[config.mk]
export PLATFORM = sky130hd
export DESIGN_NAME = sysex_request_frame_parser_top
export DESIGN_NICKNAME = d
export VERILOG_FILES = /design/src/hdl/srfp_pkg.sv /design/src/hdl/sysex_request_frame_parser_top.sv /design/src/hdl/srfp_parser.sv
export SDC_FILE = /design/constraint.sdc
export NUM_CORES = 1
export LEC_CHECK = 0
export BUFFER_PORTS_ARGS = -buffer_cell sky130_fd_sc_hd__buf_4
export CORE_MARGIN = 3
export CORE_UTILIZATION = 35
export CTS_CLUSTER_SIZE = 40
export DETAILED_ROUTE_END_ITERATION = 16
export PLACE_DENSITY = 0.5
export SYNTH_ARGS = -nofsm -noshare
export SYNTH_HDL_FRONTEND = slang
export SYNTH_SLANG_ARGS = --single-unit
[constraint.sdc]
create_clock -name clock -period 2.9 [get_ports clock]
set_clock_uncertainty 0.05 [all_clocks]
set_input_delay 0.58 -clock clock [delete_from_list [all_inputs] [get_ports clock]]
set_output_delay 0.58 -clock clock [all_outputs]
set_load 0.02 [all_outputs]
[src/hdl/srfp_pkg.sv]
`default_nettype none
package srfp_pkg;

   // Framing bytes and fixed block codes of a system-exclusive request.
   localparam logic [7:0] SX_START        = 8'hF0;
   localparam logic [7:0] SX_END          = 8'hF7;
   localparam logic [7:0] SX_BLOCK_CAPS   = 8'd6;
   localparam logic [7:0] SX_BLOCK_STRING = 8'd7;

   // Response kinds reported with each result item.
   localparam logic [2:0] KIND_NONE       = 3'd0;
   localparam logic [2:0] KIND_IDENTITY   = 3'd1;
   localparam logic [2:0] KIND_DESCRIPTOR = 3'd2;
   localparam logic [2:0] KIND_CAPS       = 3'd3;
   localparam logic [2:0] KIND_STRING_V1  = 3'd4;
   localparam logic [2:0] KIND_STRING_V2  = 3'd5;

   // Configuration register indexes.
   localparam int CSR_INDEX_WIDTH = 3;
   localparam int CSR_DATA_WIDTH  = 7;
   localparam logic [CSR_INDEX_WIDTH-1:0] CSR_MANUFACTURER = 3'd0;
   localparam logic [CSR_INDEX_WIDTH-1:0] CSR_FAMILY       = 3'd1;
   localparam logic [CSR_INDEX_WIDTH-1:0] CSR_REQ_DIR      = 3'd2;
   localparam logic [CSR_INDEX_WIDTH-1:0] CSR_IDENTITY     = 3'd3;
   localparam logic [CSR_INDEX_WIDTH-1:0] CSR_DESCRIPTOR   = 3'd4;
   localparam logic [CSR_INDEX_WIDTH-1:0] CSR_SECOND_VER   = 3'd5;

   // Packed result width and the byte-aligned stream width.
   localparam int RESULT_WIDTH   = 30;
   localparam int RSP_DATA_WIDTH = 32;

   typedef struct packed {
      logic [6:0] manufacturer_code;
      logic [6:0] family_code;
      logic [6:0] request_direction_code;
      logic [6:0] identity_block_code;
      logic [6:0] descriptor_block_code;
      logic       use_second_version;
   } cfg_type;

   // Field order is highest bit first, so the last field lands in bit 0.
   typedef struct packed {
      logic       too_long;
      logic [2:0] response_kind;
      logic [6:0] channel_number;
      logic       has_channel;
      logic [7:0] direction_code;
      logic [7:0] block_code;
      logic       request_valid;
      logic       well_formed;
   } result_type;

endpackage
`default_nettype wire

[src/hdl/sysex_request_frame_parser_top.sv]
`default_nettype none
// SysEx request frame parser.
// The req channel carries one message byte per item in req_tdata, with
// req_tlast set on the final byte. For each message exactly one result item
// leaves on the rsp channel, produced by its last byte; other bytes make none.
// Throughput is one byte per cycle while no result waits with rsp_tready low.
// A byte passes through the input register, where the parser reads it, and
// a last byte's result is loaded into the result register behind rsp_tvalid.
// The csr port writes one configuration register per cycle with csr_we high;
// indexes above the register list are ignored. Write it only while idle.
// Reset (synchronous, active high) empties both registers, rearms the message
// state and restores the register defaults. While a result waits with
// rsp_tready low, the whole two-stage path holds and req_tready is low; a
// byte is never dropped and a result is never overwritten.
module sysex_request_frame_parser_top #(
   parameter int MAX_MESSAGE = 256
) (
   input  wire logic                                   clock,
   input  wire logic                                   reset,
   // Bits: [7:0] rx_byte.
   input  wire logic [7:0]                             req_tdata,
   input  wire logic                                   req_tlast,
   input  wire logic                                   req_tvalid,
   output      logic                                   req_tready,
   // Bits: [0] well_formed, [1] request_valid, [9:2] block_code,
   // [17:10] direction_code, [18] has_channel, [25:19] channel_number,
   // [28:26] response_kind, [29] too_long, [31:30] zero.
   output      logic [srfp_pkg::RSP_DATA_WIDTH-1:0]    rsp_tdata,
   output      logic                                   rsp_tvalid,
   input  wire logic                                   rsp_tready,
   input  wire logic                                   csr_we,
   input  wire logic [srfp_pkg::CSR_INDEX_WIDTH-1:0]   csr_index,
   input  wire logic [srfp_pkg::CSR_DATA_WIDTH-1:0]    csr_wdata
);

   srfp_pkg::cfg_type    cfg_ff;
   srfp_pkg::result_type result;

   logic       in_valid_ff;
   logic [7:0] in_byte_ff;
   logic       in_last_ff;
   logic       rsp_valid_ff;
   logic [srfp_pkg::RESULT_WIDTH-1:0] rsp_data_ff;
   logic       stall;
   logic       step;

   // Configuration registers.
   always_ff @(posedge clock) begin
      if (reset) begin
         cfg_ff.manufacturer_code      <= 7'd125;
         cfg_ff.family_code            <= 7'd0;
         cfg_ff.request_direction_code <= 7'd0;
         cfg_ff.identity_block_code    <= 7'd1;
         cfg_ff.descriptor_block_code  <= 7'd2;
         cfg_ff.use_second_version     <= 1'b0;
      end else if (csr_we) begin
         unique case (csr_index)
            srfp_pkg::CSR_MANUFACTURER: cfg_ff.manufacturer_code      <= csr_wdata;
            srfp_pkg::CSR_FAMILY:       cfg_ff.family_code            <= csr_wdata;
            srfp_pkg::CSR_REQ_DIR:      cfg_ff.request_direction_code <= csr_wdata;
            srfp_pkg::CSR_IDENTITY:     cfg_ff.identity_block_code    <= csr_wdata;
            srfp_pkg::CSR_DESCRIPTOR:   cfg_ff.descriptor_block_code  <= csr_wdata;
            srfp_pkg::CSR_SECOND_VER:   cfg_ff.use_second_version     <= csr_wdata[0];
            default: ;
         endcase
      end
   end

   // The path moves as one unit unless a result is waiting to be taken.
   assign stall      = rsp_valid_ff && !rsp_tready;
   assign step       = in_valid_ff && !stall;
   assign req_tready = !stall;

   // Input register.
   always_ff @(posedge clock) begin
      if (reset) begin
         in_valid_ff <= 1'b0;
      end else if (!stall) begin
         in_valid_ff <= req_tvalid;
      end
   end

   always_ff @(posedge clock) begin
      if (!stall) begin
         in_byte_ff <= req_tdata;
         in_last_ff <= req_tlast;
      end
   end

   srfp_parser #(
      .MAX_MESSAGE(MAX_MESSAGE)
   ) u_parser (
      .clock  (clock),
      .reset  (reset),
      .step   (step),
      .rx_byte(in_byte_ff),
      .is_last(in_last_ff),
      .cfg    (cfg_ff),
      .result (result)
   );

   // Result register, loaded by the last byte of a message.
   always_ff @(posedge clock) begin
      if (reset) begin
         rsp_valid_ff <= 1'b0;
      end else if (!stall) begin
         rsp_valid_ff <= step && in_last_ff;
      end
   end

   always_ff @(posedge clock) begin
      if (step && in_last_ff) begin
         rsp_data_ff <= result;
      end
   end

   assign rsp_tvalid = rsp_valid_ff;
   assign rsp_tdata  = {{(srfp_pkg::RSP_DATA_WIDTH - srfp_pkg::RESULT_WIDTH){1'b0}},
                        rsp_data_ff};

   // A last byte that leaves the input register always becomes a result item.
   a_last_gives_result: assert property (@(posedge clock) disable iff (reset)
      (in_valid_ff && in_last_ff && !stall) |=> rsp_tvalid)
      else $error("last byte did not produce a result item");

   // A channel is reported only for a valid request.
   a_channel_needs_valid: assert property (@(posedge clock) disable iff (reset)
      (rsp_tvalid && rsp_tdata[18]) |-> rsp_tdata[1])
      else $error("has_channel without request_valid");

   // A response kind is named only for a valid request, and only known kinds.
   a_kind_needs_valid: assert property (@(posedge clock) disable iff (reset)
      (rsp_tvalid && rsp_tdata[28:26] != srfp_pkg::KIND_NONE)
         |-> (rsp_tdata[1] && rsp_tdata[28:26] <= srfp_pkg::KIND_STRING_V2))
      else $error("response kind set on an invalid request");

   // An overlong message is never well formed.
   a_long_not_formed: assert property (@(posedge clock) disable iff (reset)
      (rsp_tvalid && rsp_tdata[29]) |-> !rsp_tdata[0])
      else $error("overlong message reported well formed");

endmodule
`default_nettype wire

[src/hdl/srfp_parser.sv]
`default_nettype none
module srfp_parser #(
   parameter int MAX_MESSAGE = 256
) (
   input  wire logic                 clock,
   input  wire logic                 reset,
   input  wire logic                 step,
   input  wire logic [7:0]           rx_byte,
   input  wire logic                 is_last,
   input  wire srfp_pkg::cfg_type    cfg,
   output srfp_pkg::result_type      result
);

   localparam int PosW = $clog2(MAX_MESSAGE + 1);
   localparam logic [PosW-1:0] PosMax = PosW'(MAX_MESSAGE);

   logic [PosW-1:0] pos_ff;
   logic            err_ff;
   logic [7:0]      block_ff;
   logic [7:0]      dir_ff;
   logic [7:0]      chan_ff;
   logic            chan_seen_ff;

   logic [PosW-1:0] pos_in;
   logic            err_in;
   logic [7:0]      block_in;
   logic [7:0]      dir_in;
   logic [7:0]      chan_in;
   logic            chan_seen_in;

   // Per-message state update for one byte; the last byte rearms everything.
   always_comb begin
      pos_in       = pos_ff;
      err_in       = err_ff;
      block_in     = block_ff;
      dir_in       = dir_ff;
      chan_in      = chan_ff;
      chan_seen_in = chan_seen_ff;
      if (is_last) begin
         pos_in       = '0;
         err_in       = 1'b0;
         block_in     = '0;
         dir_in       = '0;
         chan_in      = '0;
         chan_seen_in = 1'b0;
      end else begin
         if (pos_ff == PosW'(0)) begin
            if (rx_byte != srfp_pkg::SX_START) err_in = 1'b1;
         end else begin
            if (rx_byte[7]) err_in = 1'b1;
            if (pos_ff == PosW'(1) && rx_byte != {1'b0, cfg.manufacturer_code}) err_in = 1'b1;
            if (pos_ff == PosW'(2) && rx_byte != {1'b0, cfg.family_code}) err_in = 1'b1;
            if (pos_ff == PosW'(3)) block_in = rx_byte;
            if (pos_ff == PosW'(4)) dir_in = rx_byte;
            if (pos_ff == PosW'(5)) begin
               chan_in      = rx_byte;
               chan_seen_in = 1'b1;
            end
         end
         if (pos_ff < PosMax) pos_in = pos_ff + PosW'(1);
      end
   end

   always_ff @(posedge clock) begin
      if (reset) begin
         pos_ff       <= '0;
         err_ff       <= 1'b0;
         block_ff     <= '0;
         dir_ff       <= '0;
         chan_ff      <= '0;
         chan_seen_ff <= 1'b0;
      end else if (step) begin
         pos_ff       <= pos_in;
         err_ff       <= err_in;
         block_ff     <= block_in;
         dir_ff       <= dir_in;
         chan_ff      <= chan_in;
         chan_seen_ff <= chan_seen_in;
      end
   end

   logic too_long;
   logic too_short;
   logic wf;
   logic is_req;
   logic chan_block;
   logic valid;
   logic [2:0] kind;

   // Classification of the message as seen on its last byte.
   always_comb begin
      too_long   = pos_ff >= PosMax;
      too_short  = pos_ff < PosW'(5);
      wf         = !too_long && !too_short && !err_ff && rx_byte == srfp_pkg::SX_END;
      is_req     = wf && dir_ff == {1'b0, cfg.request_direction_code};
      chan_block = block_ff == srfp_pkg::SX_BLOCK_CAPS || block_ff == srfp_pkg::SX_BLOCK_STRING;
      valid      = is_req && (!chan_block || chan_seen_ff);
      kind       = srfp_pkg::KIND_NONE;
      if (valid) begin
         if (block_ff == {1'b0, cfg.identity_block_code}) begin
            kind = srfp_pkg::KIND_IDENTITY;
         end else if (block_ff == {1'b0, cfg.descriptor_block_code}) begin
            kind = srfp_pkg::KIND_DESCRIPTOR;
         end else if (block_ff == srfp_pkg::SX_BLOCK_CAPS) begin
            kind = srfp_pkg::KIND_CAPS;
         end else if (block_ff == srfp_pkg::SX_BLOCK_STRING) begin
            kind = cfg.use_second_version ? srfp_pkg::KIND_STRING_V2
                                          : srfp_pkg::KIND_STRING_V1;
         end
      end
      result.well_formed    = wf;
      result.request_valid  = valid;
      result.block_code     = block_ff;
      result.direction_code = dir_ff;
      result.has_channel    = valid && chan_block;
      result.channel_number = (valid && chan_block) ? chan_ff[6:0] : 7'd0;
      result.response_kind  = kind;
      result.too_long       = too_long;
   end

endmodule
`default_nettype wire
### Word-level counts from Yosys, hierarchy flattened

Index checks and enable logic that the tools add are counted.

| word-level totals | value |
|---|---|
| register bits | 111 |
| input port bits | 24 |

| cells by class | value |
|---|---|
| reduce and logical (&&, ||, !) cells | 39 |
| mux-type cells | 25 |
| equality and inequality tests | 21 |
| magnitude comparators | 3 |
| bitwise logic cells | 2 |
| $add $sub $neg | 1 |

Operator list:

| cell | count |
|---|---|
| $mux W8 | 6 |
| $eq A8 B7 Y1 | 3 |
| $mux W7 | 3 |
| $eq A9 B2 Y1 const B | 2 |
| $eq A9 B3 Y1 const B | 2 |
| $mux W9 | 2 |
| $eq A8 B3 Y1 const B | 2 |
| $ne A8 B7 Y1 | 2 |
| $reduce_and A2 Y1 | 7 |
| $reduce_and A3 Y1 | 4 |
| $logic_and A1 B1 Y1 | 11 |
| $mux W1 | 11 |
| $add A9 B1 Y9 const B | 1 |
| $eq A9 B1 Y1 const B | 1 |
| $ge A9 B9 Y1 const B | 1 |
| $logic_not A9 Y1 | 1 |
| $lt A9 B3 Y1 const B | 1 |
| $lt A9 B9 Y1 const B | 1 |
| $eq A8 B8 Y1 const B | 1 |
| $ne A8 B8 Y1 const B | 1 |
| $reduce_bool A2 Y1 | 4 |
| $eq A3 B2 Y1 const B | 2 |
| $eq A3 B3 Y1 const B | 2 |
| $logic_not A1 Y1 | 6 |
| other kinds (10) | 14 |

### Longest topological paths before layout

Gate-level depths: netlist of the first run.

| depth | value |
|---|---|
| depth in word-level cells | 9 |
| mapped depth | 7 |
| depth with buffers taken out | 6 |

### By module

A second synthesis of the first run with hierarchy kept.

| second synthesis, totals | value |
|---|---|
| cells, all modules | 404 |
| area total of the unflattened synthesis | 4664.5 µm² |

By module, submodules not included:

| module | area each (µm²) | sequential area each (µm²) | cells each | times used |
|---|---|---|---|---|
| sysex_request_frame_parser_top | 2665.1 | 1931.9 | 182 | 1 |
| srfp_parser | 1999.4 | 680.7 | 222 | 1 |

### Worst setup path after synthesis of the first run

No wires, ideal clock.

| timing path | value |
|---|---|
| kind | in2reg |
| from | input port rsp_tready |
| to | register rsp_data_ff[0] (netlist bit) (enable) |
| cell stages on the path | 6 |
| arrival time | 2.457 ns |
| data required time | 2.465 ns |
| path slack | 0.008 ns |
| setup time | 0.385 ns |
| buffers on the path | 2 |
| cells stage by stage | nand2b_1 -> clkbuf_1 -> and2_1 -> clkbuf_1 -> nand2_1 -> inv_1 |

| on the way | value |
|---|---|
| word-level cells in the longest chain between the ends | 5 |

RTL lines:

| element | RTL line | text |
|---|---|---|
| start, declared | sysex_request_frame_parser_top.sv:30 | `input wire logic rsp_tready,` |
| $logic_not A1 Y1 | sysex_request_frame_parser_top.sv:70 | `assign stall = rsp_valid_ff && !rsp_tready;` |
| $logic_and A1 B1 Y1 | sysex_request_frame_parser_top.sv:70 |  |
| $logic_not A1 Y1 | - |  |
| named net req_tready | sysex_request_frame_parser_top.sv:24 | `output logic req_tready,` |
| $logic_and A1 B1 Y1 | sysex_request_frame_parser_top.sv:71 | `assign step = in_valid_ff && !stall;` |
| $logic_and A1 B1 Y1 | sysex_request_frame_parser_top.sv:112 | `if (step && in_last_ff) begin` |
| end signal, assigned | sysex_request_frame_parser_top.sv:113 | `rsp_data_ff <= result;` |
| end, declared | sysex_request_frame_parser_top.sv:43 | `logic [srfp_pkg::RESULT_WIDTH-1:0] rsp_data_ff;` |

The timed path passes the listed nets, and every way through them passes these cells.
A chain may end at the register's enable or synchronous reset.

==> summary.txt, run 1 <==
Critical path
  • CP arrival: 2.14 ns
  • Crit path capture type: flop
  • Worst path max stage delay: 0.60 ns
  • Worst-path fanout max: 8
  • Worst path slowest cell: or4_4
  • Worst R2R Setup Slack: 0.81 ns
  • Req. time, crit path: 2.95 ns
  • Worst R2R Path Depth: 5
  • Startpoint Class: flop
  • Crit path max-delay family: simple AND/OR/NAND/NOR gates
  • CP Depth: 5
  • CP cell instances: or4_4 > nor3_1 > nor4_1 > and4_1 > and2_1
  • Worst Path Buf+Inv: 0
  • Setup Crit Path Kind: reg -> reg

Routing
  • Wire per inst: 16.2 um
  • Antenna viol nets, final: 0
  • Overall via count from detail_route: 3087
  • DRT Pass-1 Iters: 4
  • Routed vias/inst: 4.82
  • Drt total wl: 10400 um
  • DRT iter0 DRCs: 187
  • DRC: 0

Global route
  • Total track usage: 0.151
  • GRT overflow: 0
  • Initial antenna violation count: 0
  • Vias in the first global route: 3063
  • Largest net degree at the start of global routing: 48
  • First-pass GRT wire length: 17000 um

CTS
  • Clock buffer depth: 2
  • TritonCTS clock tree: built
  • Clock Sinks: 111
  • CTS buffer count: 9
  • H-Tree Depth: 3
  • # resized after CTS: 0
  • Worst-Skew Late Latency: 0.35 ns
  • Hold Buf Count CTS: 0
  • Root Buffer: clkbuf_16
  • CTS clk-pin slew, worst paths: 0.07 ns
  • Post-CTS setup buffer count: 0

Synthesis
  • Syn Area/Cell: 11.1 sq um
  • Post-synth EDFFs: 39
  • Sequential-to-total area share from yosys stat: 0.571
  • Cell Area, Synth: 0.00457 sq mm
  • Top FF cell, synth: dfxtp_1
  • Ys async rst share: 0
  • Yosys reg bits: 111
  • Cells after Synth: 412
  • Synth warn: 0
  • Netlist cell types: 50

STA
  • Setup TNS: 0 ns
  • Final setup vio count: 0
  • Worst slew pin tran: 0.763 ns
  • RSZ-0062 raised after global routing: false
  • Fmax: 0.479 GHz
  • Fin crit share: 0.720
  • Fin. max-slew vios: 0
  • Final Hold Viols: 0
  • Final min period: 2.09 ns
  • Slew headroom: 0.489

Run
  • Max Cap Viol: 0

Layout
  • Fin cells: 640
  • Fraction of layout cells with a size suffix above 1: 0.203
  • Antenna Cells: 0
  • Area growth syn-to-layout: 19.3%
  • Nets: 491

Floorplanning
  • I/O Pins: 58
  • Die span in y: 120 um
  • Die ar.: 0.0145 sq mm
  • Die outline width: 120 um
  • Core area: 0.0127 sq mm
  • Row count: 41
  • Starting Density: 0.360

Hold path
  • Hold depth: 1
  • Worst Hold Class: in -> reg

Place
  • Placed insts: 624
  • DP Wirelength: 7420 um
  • Buffers on Ports: 55
  • Final RePlAce weighted congestion: 0.783

Power and ir drop
  • PwrDens: 572 mW/mm^2
  • Worst vdd ir: 0.241 mV
  • Static leakage: 2.09 nW

Outcome
  • Status: completed
==> area by class of cell <==
type | instances | area (sq um)
Clock buffer | 11 | 243
Clock inverter | 5 | 56.3
Fill cell | 1263 | 7260
Inverter | 5 | 18.8
Multi-Input combinational cell | 273 | 1840
Sequential cell | 111 | 2610
Tap cell | 172 | 215
Timing Repair Buffer | 63 | 473
==> per-layer routing <==
layer	vias to the layer above	track usage	part of all wire	wire length (um)
li1	1561	-	-	-
met1	1454	0.217	0.50	5150
met2	55	0.228	0.44	4610
met3	17	0.0239	0.041	429
met4	0	0.0588	0.019	196
met5	-	0	0	0
==> cells in the final DEF (no fill, tap or decap), types with 3 or more instances in the layout <==
cell	synthesis	routed
a22o_1	16	16
nor2_1	36	36
nand4b_1	3	3
nor2b_1	9	9
mux2i_1	17	17
xnor2_1	17	17
nand3_1	5	5
clkbuf_16	0	9
a211o_1	6	6
a22o_2	7	7
edfxtp_1	39	39
and3_1	4	4
buf_4	3	63
nor4b_1	3	3
ha_1	4	4
xor2_1	22	22
nand2b_1	3	3
dfxtp_1	72	72
nand4_1	6	6
inv_1	5	5
nor4_1	7	7
and2_1	9	9
nand2_1	42	42
a21oi_1	18	18
nor3_1	5	5
==> where the power goes <==
group          internal [mW]  switching, mW
Clock                  0.694          0.554
Sequential              1.64         0.0290
Combinational         0.0840          0.120
==> flip-flops by register name, indices dropped and copies added, names as in the netlist <==
register	flops
cfg_ff	36
rsp_data_ff	30
u_parser.pos_ff	9
in_byte_ff	8
u_parser.block_ff	8
u_parser.dir_ff	8
u_parser.chan_ff	7
in_last_ff	1
in_valid_ff	1
rsp_tvalid	1
u_parser.chan_seen_ff	1
u_parser.err_ff	1
==> stage by stage <==
step / power [mW] / hold WS (ns) / util / instance area [sq um] / setup WS [ns]
after CTS: 3.16 / 0.338 / 0.429 / 5460 / 0.839
after global routing: 3.25 / 0.343 / 0.429 / 5460 / 0.704
after global placement: 1.91 / 0.408 / 0.406 / 5160 / 0.685
after floorplan: 1.82 / 0.381 / - / 4580 / 0.00794
final: 3.12 / 0.352 / 0.429 / 5460 / 0.811
after detailed placement: 1.92 / 0.402 / 0.406 / 5160 / 0.664
==> Yosys cell counts, types with 9 or more instances <==
library cell | number | area share
dfxtp_1 | 72 | 0.32
nand2_1 | 42 | 0.034
edfxtp_1 | 39 | 0.26
nor2_1 | 36 | 0.030
xor2_1 | 22 | 0.042
a21oi_1 | 18 | 0.020
clkbuf_1 | 17 | 0.014
mux2i_1 | 17 | 0.037
xnor2_1 | 17 | 0.033
a22o_1 | 16 | 0.031
and2_1 | 9 | 0.012
nor2b_1 | 9 | 0.012
==> final timing paths <==
check                                                      from                       endpoint
worst min-delay path                               req_tdata[3]        in_byte_ff[3]$_DFFE_PN_
worst max-delay path            u_parser.pos_ff[4]$_SDFFE_PP0P_  rsp_data_ff[23]$_SDFFCE_PN0P_
worst min register to register          cfg_ff[11]$_SDFFE_PP0P_        cfg_ff[11]$_SDFFE_PP0P_
worst max register to register  u_parser.pos_ff[4]$_SDFFE_PP0P_  rsp_data_ff[23]$_SDFFCE_PN0P_
==> cells by family after synthesis <==
group | synth area share
AND/OR/NAND/NOR | 0.175
flip-flops | 0.571
AO/OA/AOI/OAI | 0.103
XOR/XNOR | 0.0747
buffers and inverters | 0.0274
multiplexers | 0.0372
adder cells (fa/ha/maj) | 0.0109
other | 0.000820
Note: power is estimated with default switching activity, not from simulation.
==> run 2: changes to the inputs <==
Settings changed: PLACE_DENSITY 0.5 to 0.52.
Clock period 2.9 ns to 1.9 ns, I/O delays scaled along.
==> run 2 against run 1 <==
Die area unchanged; total power up 53%; global-route usage down 0.49 points; sequential power up 52%; wire length up 0.67%; critical path type unchanged.
==> summary.txt, run 2 (same netlist as run 1, synthesis figures left out) <==
Layout
  • Nets: 518 (was 491)
  • Max reg flops: 36 (unchanged)
  • Antenna Cells: 0 (unchanged)
  • Area growth syn-to-layout: 25.2% (was 19.3%)
  • Largest regs: cfg_ff x36, rsp_data_ff x30, u_parser.pos_ff x9 (unchanged)
  • Most common cell after layout, fill and taps aside: buf_4 (was dfxtp_1)
  • Most frequent cells in the layout: buf_4, dfxtp_1, nand2_1 (was dfxtp_1, buf_4, nand2_1)
  • Top reg by flops: cfg_ff (unchanged)
  • Fin cells: 667 (was 640)
  • Fraction of layout cells with a size suffix above 1: 0.269 (was 0.203)
  • Final core utilization: 0.450 (was 0.429)

Hold path
  • HP Start: req_tlast (was req_tdata[3])
  • Worst Hold Class: in -> reg (unchanged)

Critical path
  • RR Startpoint: u_parser.pos_ff[4]$_SDFFE_PP0P_ (unchanged)
  • Worst path slowest cell: or4_4 (unchanged)
  • CP arrival: 2.06 ns (was 2.14 ns)
  • Worst Path Buf+Inv: 0 (unchanged)
  • Crit path launch: u_parser.pos_ff[4]$_SDFFE_PP0P_ (unchanged)
  • Setup Crit Path Kind: reg -> reg (unchanged)
  • Crit path max-delay family: simple AND/OR/NAND/NOR gates (unchanged)
  • Startpoint Class: flop (unchanged)
  • Worst-path fanout max: 8 (unchanged)
  • Crit path capture type: flop (unchanged)
  • Worst path max stage delay: 0.58 ns (was 0.60 ns)
  • Req. time, crit path: 2.09 ns (was 2.95 ns)
  • CP cell instances: or4_4 > nor4_4 > and3b_2 > o22ai_4 > a22o_1 (was or4_4 > nor3_1 > nor4_1 > and4_1 > and2_1)

Place
  • Buffers on Ports: 55 (unchanged)
  • Placed insts: 651 (was 624)
  • DP Wirelength: 7630 um (was 7420 um)
  • Final RePlAce weighted congestion: 0.839 (was 0.783)

Global route
  • Largest net degree at the start of global routing: 47 (was 48)
  • Vias in the first global route: 3050 (was 3063)
  • GRT overflow: 0 (unchanged)
  • Total track usage: 0.146 (was 0.151)
  • First-pass GRT wire length: 16500 um (was 17000 um)
  • Initial antenna violation count: 0 (unchanged)

Routing
  • DRC: 0 (unchanged)
  • DRT Pass-1 Iters: 4 (unchanged)
  • Overall via count from detail_route: 3205 (was 3087)
  • Antenna viol nets, final: 0 (unchanged)
  • Drt total wl: 10500 um (was 10400 um)
  • Wire per inst: 15.7 um (was 16.2 um)
  • DRT iter0 DRCs: 202 (was 187)
  • Routed vias/inst: 4.81 (was 4.82)

CTS
  • CTS buffer count: 9 (unchanged)
  • Hold Buf Count CTS: 0 (unchanged)
  • H-Tree Depth: 3 (unchanged)
  • Clock buffer depth: 2 (unchanged)
  • Root Buffer: clkbuf_16 (unchanged)
  • Clock Sinks: 111 (unchanged)
  • TritonCTS clock tree: built (unchanged)
  • CTS clk-pin slew, worst paths: 0.07 ns (about the same)
  • Worst-Skew Late Latency: 0.35 ns (about the same)
  • Post-CTS setup buffer count: 0 (unchanged)

Floorplanning
  • I/O Pins: 58 (unchanged)
  • Core area: 0.0127 sq mm (unchanged)
  • Starting Density: 0.360 (unchanged)
  • Row count: 41 (unchanged)
  • Die outline width: 120 um (unchanged)
  • Die span in y: 120 um (unchanged)
  • Die ar.: 0.0145 sq mm (unchanged)

Run
  • Max Cap Viol: 0 (unchanged)

Outcome
  • Status: completed (unchanged)

Power and ir drop
  • Tot Pwr: 4.79 mW (was 3.12 mW)
  • Static leakage: 2.23 nW (was 2.09 nW)
  • PwrDens: 836 mW/mm^2 (was 572 mW/mm^2)
  • Worst vdd ir: 0.324 mV (was 0.241 mV)

STA
  • Hold WS: 0.156 ns (was 0.352 ns)
  • Fin crit share: 0.983 (was 0.720)
  • RSZ-0062 raised after global routing: true (was false)
  • Final setup vio count: 0 (unchanged)
  • Final Hold Viols: 0 (unchanged)
  • Fmax: 0.535 GHz (was 0.479 GHz)
  • Worst slew pin tran: 0.544 ns (was 0.763 ns)
  • Slew headroom: 0.637 (was 0.489)
  • Fin. max-slew vios: 0 (unchanged)
  • Final min period: 1.87 ns (was 2.09 ns)
==> run 2: changes by cell type in the layout (fill, tap and decap cells not counted), sizes merged <==
cell      delta
inv          -2
clkbuf       -1
buf         +27
clkinvlp     +3
==> run 2: area by class of cell <==
cell class / instances / area [sq um]
Sequential cell: 111 / 2610
Tap cell: 172 / 215
Inverter: 5 / 22.5
Clock buffer: 10 / 239
Timing Repair Buffer: 90 / 688
Clock inverter: 6 / 60.1
Fill cell: 1243 / 6990
Multi-Input combinational cell: 273 / 1890
==> run 2: what timing repair did <==
action | in CTS | in global routing
pin swaps | 0 | 2
endpoints found under the hold margin | 0 | 0
endpoints found under the setup margin | 9 | 26
gates resized for setup | 2 | 8
==> run 2: path summary, 6_finish.rpt <==
kind                                       end  slack [ns]  cells past startpoint
max reg2reg  u_parser.block_ff[7]$_SDFFE_PP0P_        0.03                      5
max          u_parser.block_ff[7]$_SDFFE_PP0P_        0.03                      5
min reg2reg            cfg_ff[14]$_SDFFE_PP0P_        0.42                      2
min                       in_last_ff$_DFFE_PN_        0.16                      1
==> run 2: through the flow <==
step           cell area (sq um)  setup slack, ns  setup TNS [ns]
4_1_cts                     5700         -0.00102        -0.00102
6_report                    5730           0.0316               0
5_1_grt                     5730          -0.0487          -0.403
3_3_place_gp                5390           0.0342               0
3_5_place_dp                5390          -0.0324          -0.182
2_1_floorplan               4610          0.00112               0
==> run 2: power by group <==
group / internal [mW] / switching [mW]
Clock: 1.05 / 0.843
Combinational: 0.151 / 0.205
Sequential: 2.51 / 0.0337
Total: 3.71 / 1.08
==> run 2: per-layer routing <==
metal,global-route usage,wire [um],up-vias
met5,0,0,-
met4,0.0340,112,0
met3,0.0355,452,10
met2,0.224,4540,72
met1,0.209,5350,1511
li1,-,-,1612
==> run 3: changes to the inputs <==
Settings changed: RECOVER_POWER set to 50.
==> run 3 against run 2 <==
Non-clock buffer count is the same; global-route usage unchanged; register-to-register slack hardly changed; design area shrank 1.8%; clock power is essentially flat; cell count is the same; maximum frequency is 0.13% higher; clock-buffer cell count stayed put; utilization down 0.83 points; wire length rose by 0.23%.
==> summary.txt, run 3 (same netlist as run 1, synthesis figures left out) <==
Layout
  • Cell area after layout: 0.00562 sq mm (was 0.00573 sq mm)
  • Antenna Cells: 0 (unchanged)
  • Most frequent cells in the layout: dfxtp_1, buf_4, nand2_1 (was buf_4, dfxtp_1, nand2_1)
  • Fraction of layout cells with a size suffix above 1: 0.212 (was 0.269)
  • Multi-input logic area: 0.00189 sq mm (unchanged)
  • Largest regs: cfg_ff x36, rsp_data_ff x30, u_parser.pos_ff x9 (unchanged)
  • Fillers: 1282 (was 1243)
  • Max reg flops: 36 (unchanged)
  • Area growth syn-to-layout: 22.9% (was 25.2%)
  • Most common cell after layout, fill and taps aside: dfxtp_1 (was buf_4)
  • Nets: 518 (unchanged)
  • Top reg by flops: cfg_ff (unchanged)
  • Seq. cell area: 0.00261 sq mm (unchanged)

CTS
  • CTS clk-pin slew, worst paths: 0.07 ns (about the same)
  • Root Buffer: clkbuf_16 (unchanged)
  • CTS buffer count: 9 (unchanged)
  • Clock Sinks: 111 (unchanged)
  • Clock buffer depth: 2 (unchanged)
  • Worst-Skew Late Latency: 0.35 ns (about the same)
  • H-Tree Depth: 3 (unchanged)
  • TritonCTS clock tree: built (unchanged)

Floorplanning
  • Die ar.: 0.0145 sq mm (unchanged)
  • Die span in y: 120 um (unchanged)
  • Core area: 0.0127 sq mm (unchanged)
  • I/O Pins: 58 (unchanged)
  • Row count: 41 (unchanged)
  • Starting Density: 0.360 (unchanged)
  • Die outline width: 120 um (unchanged)

Global route
  • GRT overflow: 0 (unchanged)
  • First-pass GRT wire length: 16500 um (unchanged)
  • Total track usage: 0.146 (unchanged)
  • Largest net degree at the start of global routing: 47 (unchanged)
  • Initial antenna violation count: 0 (unchanged)
  • Vias in the first global route: 3050 (unchanged)

Critical path
  • Worst path max stage delay: 0.58 ns (about the same)
  • Crit path capture type: flop (unchanged)
  • Setup Crit Path Kind: reg -> reg (unchanged)
  • CP arrival: 2.06 ns (about the same)
  • Req. time, crit path: 2.09 ns (about the same)
  • CP Depth: 5 (unchanged)
  • Worst R2R Path Depth: 5 (unchanged)
  • Worst path slowest cell: or4_4 (unchanged)
  • Crit path max-delay family: simple AND/OR/NAND/NOR gates (unchanged)
  • CP cell instances: or4_4 > nor4_4 > and3b_2 > o22ai_4 > a22o_1 (unchanged)
  • Startpoint Class: flop (unchanged)
  • Worst-path fanout max: 8 (unchanged)
  • Worst Path Buf+Inv: 0 (unchanged)

Hold path
  • Hold depth: 1 (unchanged)
  • Worst Hold Class: in -> reg (unchanged)

Place
  • Dpl cell area: 0.00539 sq mm (unchanged)
  • DP Wirelength: 7630 um (unchanged)
  • Setup WS pre-CTS: -0.0324 ns (unchanged)
  • Final RePlAce weighted congestion: 0.839 (unchanged)
  • Buffers on Ports: 55 (unchanged)

Routing
  • Overall via count from detail_route: 3199 (was 3205)
  • Wire per inst: 15.7 um (about the same)
  • Routed vias/inst: 4.80 (was 4.81)
  • DRC: 0 (unchanged)
  • DRT Pass-1 Iters: 4 (unchanged)
  • Antenna viol nets, final: 0 (unchanged)
  • DRT iter0 DRCs: 176 (was 202)
  • Drt total wl: 10500 um (about the same)

STA
  • Fmax: 0.536 GHz (was 0.535 GHz)
  • Fin crit share: 0.982 (was 0.983)
  • Fin. max-slew vios: 0 (unchanged)
  • Hold WS: 0.179 ns (was 0.156 ns)
  • Worst slew pin tran: 0.532 ns (was 0.544 ns)
  • RSZ-0062 raised after global routing: true (unchanged)
  • Setup TNS: 0 ns (unchanged)
  • Final setup vio count: 0 (unchanged)
  • Final min period: 1.87 ns (about the same)
  • Worst setup margin: 0.0341 ns (was 0.0316 ns)
  • Final Hold Viols: 0 (unchanged)
  • Slew headroom: 0.646 (was 0.637)

Power and ir drop
  • PwrDens: 849 mW/mm^2 (was 836 mW/mm^2)
  • Worst vdd ir: 0.323 mV (was 0.324 mV)
  • Tot Pwr: 4.77 mW (was 4.79 mW)
  • Static leakage: 2.12 nW (was 2.23 nW)

Outcome
  • Status: completed (unchanged)

Run
  • Max Cap Viol: 0 (unchanged)
==> run 3: changes by cell type in the layout (fill, tap and decap cells not counted) <==
cell and change:
buf_4 -38, clkbuf_1 +28, clkbuf_4 +10
==> run 3: path summary, 6_finish.rpt <==
check	end	startpoint	slack, ns
setup reg to reg	u_parser.block_ff[7]$_SDFFE_PP0P_	u_parser.pos_ff[4]$_SDFFE_PP0P_	0.03
hold reg to reg	cfg_ff[14]$_SDFFE_PP0P_	cfg_ff[14]$_SDFFE_PP0P_	0.42
setup / recovery	u_parser.block_ff[7]$_SDFFE_PP0P_	u_parser.pos_ff[4]$_SDFFE_PP0P_	0.03
hold / removal	in_last_ff$_DFFE_PN_	req_tlast	0.18
==> run 3: metal layers <==
| metal | track usage | routed length (um) |
|---|---|---|
| met5 | 0 | 0 |
| met4 | 0.0340 | 108 |
| met3 | 0.0355 | 415 |
| met2 | 0.224 | 4590 |
| met1 | 0.209 | 5360 |
==> run 3: timing repair <==
item,in CTS,in global routing
buffers inserted,0,0
pin swaps,0,2
hold buffers,0,0
resized for setup,2,8
endpoints found under the setup margin,9,26
==> run 3: area by class of cell <==
class | instances | area share
clock buffers | 10 | 0.0425
clock inverters | 6 | 0.0107
inverters | 5 | 0.00400
multi-input cells | 273 | 0.336
flip-flops and latches | 111 | 0.465
well taps | 172 | 0.0383
repair buffers | 90 | 0.104
==> run 3: power breakdown <==
group / internal (mW) / leakage [nW] / switching (mW)
clock network: 1.05 / 0.136 / 0.843
registers: 2.51 / 0.944 / 0.0336
logic: 0.138 / 1.04 / 0.204
total: 3.69 / 2.12 / 1.08
==> run 3: metrics by stage <==
step / util / std cells
CTS: 0.448 / 667
floorplan: - / 413
detailed placement: 0.424 / 651
global route: 0.442 / 667
finish: 0.442 / 667
global placement: 0.424 / 651
